===== src/sv/assert_macros.svh =====
// ----------------------------------------------------------------------------
// Assertion macros
// Concurrent checks that vanish when SYNTHESIS is defined.
// ----------------------------------------------------------------------------
`ifndef ASSERT_MACROS_SVH
`define ASSERT_MACROS_SVH
`ifndef SYNTHESIS
// condition holds in the same cycle
`define ASSERT_IMP(lbl, clk, rstn, ante, cons) \
  lbl: assert property (@(posedge clk) disable iff (!rstn) (ante) |-> (cons)) \
    else $error("assertion failed");
// condition holds in the following cycle
`define ASSERT_NXT(lbl, clk, rstn, ante, cons) \
  lbl: assert property (@(posedge clk) disable iff (!rstn) (ante) |=> (cons)) \
    else $error("assertion failed");
`else
`define ASSERT_IMP(lbl, clk, rstn, ante, cons)
`define ASSERT_NXT(lbl, clk, rstn, ante, cons)
`endif
`endif


===== src/sv/tlc_pkg.sv =====
// ----------------------------------------------------------------------------
// tlc_pkg
// Shared types and constants of the two-level cache lookup.
// ----------------------------------------------------------------------------
package tlc_pkg;

  localparam int TAG_W      = 32;
  localparam int L1_AGE_W   = 3;
  localparam int L2_AGE_W   = 4;
  localparam int CFG_IDX_W  = 3;
  localparam int CFG_DATA_W = 4;

  typedef enum logic [CFG_IDX_W-1:0] {
    CFG_L1_SET_BITS = 3'd0,
    CFG_L1_OFF_BITS = 3'd1,
    CFG_L1_WAYS     = 3'd2,
    CFG_L2_SET_BITS = 3'd3,
    CFG_L2_OFF_BITS = 3'd4,
    CFG_L2_WAYS     = 3'd5
  } cfg_idx_t;

  typedef enum logic [1:0] {
    LVL_L1   = 2'd0,
    LVL_L2   = 2'd1,
    LVL_MISS = 2'd2
  } hit_level_t;

  typedef enum logic [1:0] {
    S_IDLE,
    S_READ,
    S_UPDATE,
    S_POST
  } state_t;

  // controller -> level datapath
  typedef struct packed {
    logic load;   // capture address
    logic rd;     // read set row
    logic wr;     // write updated row back
    logic fill;   // allocate on miss
  } lvl_cmd_t;

  // level datapath -> controller
  typedef struct packed {
    logic hit;
  } lvl_stat_t;

endpackage


===== src/sv/tlc_ctrl.sv =====
// ----------------------------------------------------------------------------
// tlc_ctrl
// Sequencer for one lookup and the result word register.
// ----------------------------------------------------------------------------
`include "assert_macros.svh"

module tlc_ctrl (
  input  logic               clk,
  input  logic               rst_n,
  input  logic               in_valid,
  output logic               in_stall,
  output logic               out_valid,
  input  logic               out_stall,
  output logic [1:0]         out_hit_level,
  output tlc_pkg::lvl_cmd_t  l1_cmd,
  output tlc_pkg::lvl_cmd_t  l2_cmd,
  input  tlc_pkg::lvl_stat_t l1_stat,
  input  tlc_pkg::lvl_stat_t l2_stat
);
  import tlc_pkg::*;

  state_t     state_r, state_nxt;
  hit_level_t lvl_r, lvl_nxt;
  logic       out_valid_r, out_valid_nxt;
  hit_level_t out_lvl_r, out_lvl_nxt;

  always_ff @(posedge clk) begin
    if (!rst_n) begin
      state_r     <= S_IDLE;
      out_valid_r <= 1'b0;
    end else begin
      state_r     <= state_nxt;
      out_valid_r <= out_valid_nxt;
    end
  end

  always_ff @(posedge clk) begin
    lvl_r     <= lvl_nxt;
    out_lvl_r <= out_lvl_nxt;
  end

  always_comb begin
    state_nxt     = state_r;
    lvl_nxt       = lvl_r;
    out_lvl_nxt   = out_lvl_r;
    out_valid_nxt = out_valid_r && out_stall;
    in_stall      = 1'b1;
    l1_cmd        = '0;
    l2_cmd        = '0;
    unique case (state_r)
      S_IDLE: begin
        in_stall = 1'b0;
        if (in_valid) begin
          l1_cmd.load = 1'b1;
          l2_cmd.load = 1'b1;
          state_nxt   = S_READ;
        end
      end
      S_READ: begin
        l1_cmd.rd = 1'b1;
        l2_cmd.rd = 1'b1;
        state_nxt = S_UPDATE;
      end
      S_UPDATE: begin
        l1_cmd.wr = 1'b1;
        if (l1_stat.hit) begin
          lvl_nxt = LVL_L1;
        end else begin
          l1_cmd.fill = 1'b1;
          l2_cmd.wr   = 1'b1;
          l2_cmd.fill = 1'b1;
          lvl_nxt     = l2_stat.hit ? LVL_L2 : LVL_MISS;
        end
        state_nxt = S_POST;
      end
      S_POST: begin
        if (!out_valid_r || !out_stall) begin
          out_valid_nxt = 1'b1;
          out_lvl_nxt   = lvl_r;
          state_nxt     = S_IDLE;
        end
      end
      default: state_nxt = S_IDLE;
    endcase
  end

  assign out_valid     = out_valid_r;
  assign out_hit_level = out_lvl_r;

  `ASSERT_NXT(a_accept_reads, clk, rst_n, in_valid && !in_stall, state_r == S_READ)
  `ASSERT_IMP(a_write_in_update, clk, rst_n, l1_cmd.wr || l2_cmd.wr, state_r == S_UPDATE)
  `ASSERT_IMP(a_l2_only_on_miss, clk, rst_n, l2_cmd.wr, l1_cmd.wr && !l1_stat.hit)

endmodule


===== config.mk =====
export PLATFORM = sky130hd
export DESIGN_NAME = tlc_ctrl
export DESIGN_NICKNAME = d
export VERILOG_FILES = /design/src/sv/tlc_pkg.sv /design/src/sv/tlc_ctrl.sv
export VERILOG_INCLUDE_DIRS = /design/src /design/src/sv
export SDC_FILE = /design/constraint.sdc
export NUM_CORES = 1
export LEC_CHECK = 0
export BUFFER_PORTS_ARGS = -buffer_cell sky130_fd_sc_hd__buf_2
export CORE_AREA = 2 2 39 41
export CTS_BUF_LIST = sky130_fd_sc_hd__clkbuf_16
export DETAILED_ROUTE_END_ITERATION = 8
export DIE_AREA = 0 0 41 43
export PLACE_DENSITY = 0.57
export REMOVE_ABC_BUFFERS = 1
export SETUP_SLACK_MARGIN = 0.1
export SLEW_MARGIN = 25
export SYNTH_ARGS = -nofsm -noshare
export SYNTH_HDL_FRONTEND = slang
export SYNTH_SLANG_ARGS = --single-unit

===== constraint.sdc =====
create_clock -name clk -period 1.45 [get_ports clk]
set_input_delay 0.2175 -clock clk [delete_from_list [all_inputs] [get_ports clk]]
set_output_delay 0.2175 -clock clk [all_outputs]
set_load 0.05 [all_outputs]

==> metrics.md, run 1 <==
| Metric | Value |
|---|---|
| Max_slew headroom | between 80 and 90% |
| Hold_buf cts | 0 |
| Vias in the first global route | between 200 and 300 |
| Top Ports | 18 |
| Worst Tran Pin Value | 248 ps |
| Finish-stage setup viols | 0 |
| Power per cell area | 2360 nW/um^2 |
| Antenna violations before repair | 0 |
| Maximum VDD drop | approximately 1 mV |
| Critical Path Source Type | flip-flop |
| Post-synth cell types | 15 |
| Slew Limit Fails | 0 |
| Power Total | 1.49 mW |
| Final min period | 1330 ps |
| Area share of the largest cell type after synthesis | between 30% and 40% |
| CTS buffer count | 3 |
| Final core occ | 45.5% |
| ANT cells | 0 |
| Min-Delay Path Class | primary input to flip-flop |
| DR iter-0 viols | 2 |
| WHS | 269 ps |
| Die Y | 43 um |
| Worst-path cell chain | inv_4, ha_2, and2_4, buf_8 |
| Mapped Avg Cell Area | 11.0 um^2 |
| Area delta synth->final | 67.7% |
| Seq cells post-synth | 7 |
| Maxcap violations | 0 |
| Die ar. | between 1500 and 2000 um^2 |
| Setup_tns | 0 ps |
| CTS tree | built |
| CTS clock-pin slew for the worst setup and hold paths | roughly 40 ps |
| Worst Path Arrival | 1120 ps |
| Max stage delay cell, worst path | dfxtp_4 |
| Req. time, crit path | about 1200 ps |
| Clk root buf | clkbuf_16 |
| Fill cells | 133 |
| EDFF count, synth | 4 |
| Max incr delay on CP | ~370 ps |
| Final net count | 66 |
| Routed Antenna Nets | 0 |
| FFs w/ async S/R, synth | 0% |
| Rows | 14 |
| Die span in x | 41 um |
| Syn. warnings | 0 |
| Layout Skew | 0.562 ps |
| Core ar. | between 1000 and 1500 um^2 |
| Aggregate global-route resource usage | 10.1% |
| Routability cong. | 0.743 |
| Post-route cell area | between 600 and 700 um^2 |
| Worst-skew pair later-pin latency | 230 ps |
| Area of placed instances | ~460 um^2 |
| Largest net degree at the start of global routing | 6 |
| Critical Path End Type | output pin |
| Global-route wire length before repair | 1.12 mm |
| Ratio of cells with drive above 1 in the final layout | 57.4% |
| Cell Area, Synth | 375 um^2 |
| Final HPWL DP | 499 um |
| Pleak | 0.294 nW |
| Via density | 4.21 |
| RSZ-0062 raised after global routing | yes |
| Ranking of synthesized cells by area | edfxtp_1 (32%), ha_1 (17%), dfxtp_1 (16%) |
| Predominant post-synthesis flop cell | edfxtp_1 |
| Via count | ~300 |
| Pre-antenna DRT Iters | 4 |
| Mapped Cells | 34 |
| Total wire length | 654 um |
| Buffer depth of the longest clock path | 2 |
| Clock sink total | 7 |
| Starting Density | between 20% and 30% |
| Status | finished, final reports clean |
| Drt drc | 0 |
| Final period util | about nine tenths |
| CP max FO | 4 |
| Largest area contributor in the netlist | edfxtp_1 |
| Number of H-tree levels | 1 |
| Setup CP Type | flip-flop to output pin |
| Final Hold Viols | 0 |
| Total congestion overflow | 0 |
| Buffers added on ports | 17 |
| Avg WL per Cell | 9.34 um |
| Part of the Yosys area used for sequential elements | 48.0% |
| Max Clk Rate | 0.750 GHz |
## Yosys cell counts (2+ instances only)
cell,instances
nand2_1,3
mux2i_1,2
inv_1,3
nor2b_1,3
buf_4,4
dfxtp_1,3
edfxtp_1,4
ha_1,5
## metal layers
layer,global-route usage [%],vias up,part of all wire (%)
li1,-,151,-
met1,9.60,136,35
met2,15.6,8,55
met3,7.85,0,9.6
met4,4.00,0,0
met5,0,-,0
## worst paths after layout
kind,cells after the start,startpoint,slack (ps),end
setup / recovery,4,state_r[1],120,l2_cmd[3]
hold / removal,2,rst_n,270,out_valid
setup reg to reg,3,state_r[0],240,out_hit_level[0]
hold reg to reg,0,lvl_r[1],410,out_hit_level[1]
## through the flow
stage          setup slack, ps  cells
5_1_grt                   74.8     70
3_5_place_dp               151     64
3_3_place_gp               163     64
2_1_floorplan            -1780     30
4_1_cts                    110     69
6_report                   117     70
## kinds of logic (layout without fill, tap and decap cells)
logic type | count (synthesis) | after routing | share of synthesized area [%]
simple gates | 9 | 9 | 12.3
mux | 2 | 2 | 5.33
flops | 7 | 7 | 48.0
buf+inv | 7 | 27 | 11.0
compound gates | 4 | 4 | 6.67
fa+ha+maj | 5 | 5 | 16.7
## worst max-delay path: cells and delay by family, from the launching register on
kind	cells	cell delay, ps
buf+inv	2	180
flops	1	370
simple gates	1	170
fa+ha+maj	1	160
## repair_timing
action,4_1_cts,5_1_grt
gates resized for setup,24,4
gates cloned,0,0
endpoints found under the setup margin,7,8
buffers inserted,1,1
pin swaps,1,2
## sequential cells by signal, summed over array words and instances, names as in the netlist
name and count:
lvl_r 2, state_r 2, out_valid 1, out_hit_level 2
## area by class of cell
class | count | area, um^2 | area share, %
inverters | 3 | 16.3 | 2.58
clock inverters | 1 | 3.75 | 0.596
repair buffers | 20 | 151 | 24.1
clock buffers | 3 | 75.1 | 11.9
well taps | 16 | 20.0 | 3.18
flip-flops and latches | 7 | 185 | 29.4
multi-input cells | 20 | 178 | 28.2
## placed cells by master (no fill, tap or decap), types with 2 or more instances in the layout
master / count
buf_2: 10
buf_4: 5
buf_6: 3
buf_8: 2
clkbuf_16: 3
edfxtp_1: 4
ha_1: 3
inv_1: 2
inv_4: 2
mux2i_1: 2
nand2_1: 3
nor2b_1: 2
## power by group
| group | leakage [nW] | internal [mW] | switching [mW] |
|---|---|---|---|
| registers | 0.0623 | 0.263 | 0.0347 |
| clock network | 0.0423 | 0.358 | 0.0954 |
| logic | 0.189 | 0.263 | 0.474 |
Note: power is estimated with default switching activity, not from simulation.
==> inputs of run 2 (changes only) <==
--- a/config.mk
+++ b/config.mk
@@ -6,12 +6,12 @@
 export SDC_FILE = /design/constraint.sdc
 export NUM_CORES = 1
 export LEC_CHECK = 0
-export BUFFER_PORTS_ARGS = -buffer_cell sky130_fd_sc_hd__buf_2
+export BUFFER_PORTS_ARGS = -buffer_cell sky130_fd_sc_hd__buf_4
 export CORE_AREA = 2 2 39 41
 export CTS_BUF_LIST = sky130_fd_sc_hd__clkbuf_16
 export DETAILED_ROUTE_END_ITERATION = 8
 export DIE_AREA = 0 0 41 43
-export PLACE_DENSITY = 0.57
+export PLACE_DENSITY = 0.59
 export REMOVE_ABC_BUFFERS = 1
 export SETUP_SLACK_MARGIN = 0.1
 export SLEW_MARGIN = 25
==> constraint.sdc (replaced) <==
create_clock -name clk -period 1.2 [get_ports clk]
set_input_delay 0.18 -clock clk [delete_from_list [all_inputs] [get_ports clk]]
set_output_delay 0.18 -clock clk [all_outputs]
set_load 0.05 [all_outputs]
==> run 2 against run 1 <==
The flow now finishes with violations (setup timing). Final cell count rose by 5.7%. Total power rose by 46%. Global-route usage grew 1.9 points. First-iteration DRC count fell by 100%. Critical path depth unchanged. Via count is 5.4% higher. Cell area up 20%. Sequential power increased by 24%. Largest power group unchanged.
==> metrics.md, run 2 (synthesis results as in run 1) <==
| Metric | Value |
|---|---|
| Status | complete, but fails checks (was finished, final reports clean) |
| Failing checks | setup timing |
| Global-route wire length before repair | 1.27 mm (was 1.12 mm) |
| Via density | 4.20 (was 4.21) |
| Vias in the first global route | 290 (was 273) |
| Sw frac | 39.2% (was 40.6%) |
| Dpl cells | 66 (was 64) |
| Final min period | 1290 ps |
| Starting Density | 27.1% (unchanged) |
| Rows | 14 (unchanged) |
| Critical Path Source Type | flip-flop (unchanged) |
| Finished Layout Cells | 74 (was 70) |
| Area of placed instances | 515 um^2 (was 458 um^2) |
| Req. time, crit path | 1020 ps (was 1230 ps) |
| Total wire length | 832 um (was 654 um) |
| Die Y | 43 um (unchanged) |
| Maxcap violations | 0 (unchanged) |
| P_int | 1.32 mW (was 0.884 mW) |
| ANT cells | 0 (unchanged) |
| Buffers added on ports | 17 (unchanged) |
| Top Ports | 18 (unchanged) |
| Drt drc | 0 (unchanged) |
| Layout Skew | 0.351 ps (was 0.562 ps) |
| CTS clock-pin slew for the worst setup and hold paths | 40 ps (about the same) |
| Commonest non-fill, non-tap cells in the layout | buf_4 (13), buf_6 (6), buf_8 (5) (was buf_2 (10), buf_4 (5), edfxtp_1 (4)) |
| Via count | 311 (was 295) |
| Die ar. | 1760 um^2 (unchanged) |
| Pre-antenna DRT Iters | 1 (was 4) |
| DR iter-0 viols | 0 (was 2) |
| Ratio of cells with drive above 1 in the final layout | 67.2% (was 57.4%) |
| Maximum VDD drop | 1.33 mV (was 0.997 mV) |
| Clock network power share | 25.9% (was 30.5%) |
| Min-Delay Path Class | primary input to flip-flop (unchanged) |
| Max_slew headroom | 86.0% (was 83.5%) |
| Worst Tran Pin Value | 210 ps (was 248 ps) |
| Setup ws final | -92.6 ps (was 117 ps) |
| Final Hold Viols | 0 (unchanged) |
| Final net count | 70 (was 66) |
| Finish-stage setup viols | 9 (was 0) |
| Logic gate share of total power | 57.2% (was 49.5%) |
| Seq pwr share | 16.9% (was 20.0%) |
| Critical Path End Type | output pin (unchanged) |
| Hold depth | 2 (unchanged) |
| Area delta synth->final | 102% (was 67.7%) |
| Slew Limit Fails | 0 (unchanged) |
| Setup CP Type | flip-flop to output pin (unchanged) |
| Antenna violations before repair | 0 (unchanged) |
| Clk root buf | clkbuf_16 (unchanged) |
| Pleak | 0.333 nW (was 0.294 nW) |
| RSZ-0062 raised after global routing | yes (unchanged) |
| Power per cell area | 2860 nW/um^2 (was 2360 nW/um^2) |
| Avg WL per Cell | 11.2 um (was 9.34 um) |
| Routability cong. | 0.609 (was 0.743) |
| Worst R2R Path Depth | 6 (was 3) |
| Final period util | 108% |
| Aggregate global-route resource usage | 12.0% (was 10.1%) |
| Routed Antenna Nets | 0 (unchanged) |
| Worst-skew pair later-pin latency | 230 ps (about the same) |
| Final HPWL DP | 481 um (was 499 um) |
| Die span in x | 41 um (unchanged) |
| Max Clk Rate | 0.774 GHz |
| CTS buffer count | 3 (unchanged) |
| Buffer depth of the longest clock path | 2 (unchanged) |
| Worst Path Arrival | 1110 ps (was 1120 ps) |
| Power Total | 2.17 mW (was 1.49 mW) |
| Number of H-tree levels | 1 (unchanged) |
| Clock sink total | 7 (unchanged) |
| Largest net degree at the start of global routing | 6 (unchanged) |
| Most common cell after layout, fill and taps aside | buf_4 (was buf_2) |
| CTS tree | built (unchanged) |
| Post-route cell area | 758 um^2 (was 629 um^2) |
| CP max FO | 3 (was 4) |
| Core ar. | 1380 um^2 (unchanged) |
| Total congestion overflow | 0 (unchanged) |
| Switch Pwr | 0.851 mW (was 0.604 mW) |
## run 2: what timing repair did
item / CTS / global route
hold buffers: 0 / 0
endpoints found under the setup margin: 13 / 13
gates resized for setup: 35 / 4
pin swaps: 4 / 2
buffers inserted: 3 / 1
## run 2: final timing paths
kind / endpoint / slack [ps] / start
worst max-delay path: l1_cmd[0] / -90 / state_r[0]
worst min-delay path: out_valid / 210 / rst_n
worst max register to register: state_r[0] / -10 / state_r[1]
worst min register to register: out_hit_level[0] / 420 / lvl_r[0]
## run 2: metal layers
metal,up-vias,GRT usage [%],part of all wire (%)
met1,139,9.87,34
met5,-,0,0
li1,158,-,-
met4,0,6.00,1.7
met3,2,9.42,7.6
met2,12,19.4,57
## run 2: power by group through the flow
stage | Clock [mW] | Combinational, mW | Sequential [mW]
2_1_floorplan | 0 | 0.540 | 0.365
3_3_place_gp | 0 | 0.822 | 0.338
3_5_place_dp | 0 | 0.819 | 0.339
4_1_cts | 0.574 | 1.15 | 0.366
5_1_grt | 0.595 | 1.30 | 0.372
6_report | 0.562 | 1.24 | 0.367
## run 2: area by class of cell
cell class	count	area, um^2
timing repair buffer	24	240
inverter	3	18.8
clock buffer	3	75.1
sequential	7	185
fill	119	626
clock inverter	1	3.75
tap	16	20.0
multi-input combinational	20	215
## run 2: stage by stage
stage / utilization [%] / TNS [ps] / setup slack (ps) / hold WS, ps
6_report: 54.8 / -641 / -92.6 / 213
3_5_place_dp: 37.3 / -96.6 / -24.6 / 411
5_1_grt: 54.8 / -942 / -127 / 230
2_1_floorplan: - / -6920 / -1990 / 308
3_3_place_gp: 37.3 / -102 / -30.0 / 408
4_1_cts: 53.0 / -643 / -97.8 / 200
## run 2: critical path, stage by stage, from the launching register on
cell     delay [ps]
dfxtp_2         330
inv_4            80
ha_4            120
nor2b_4         170
buf_6           170
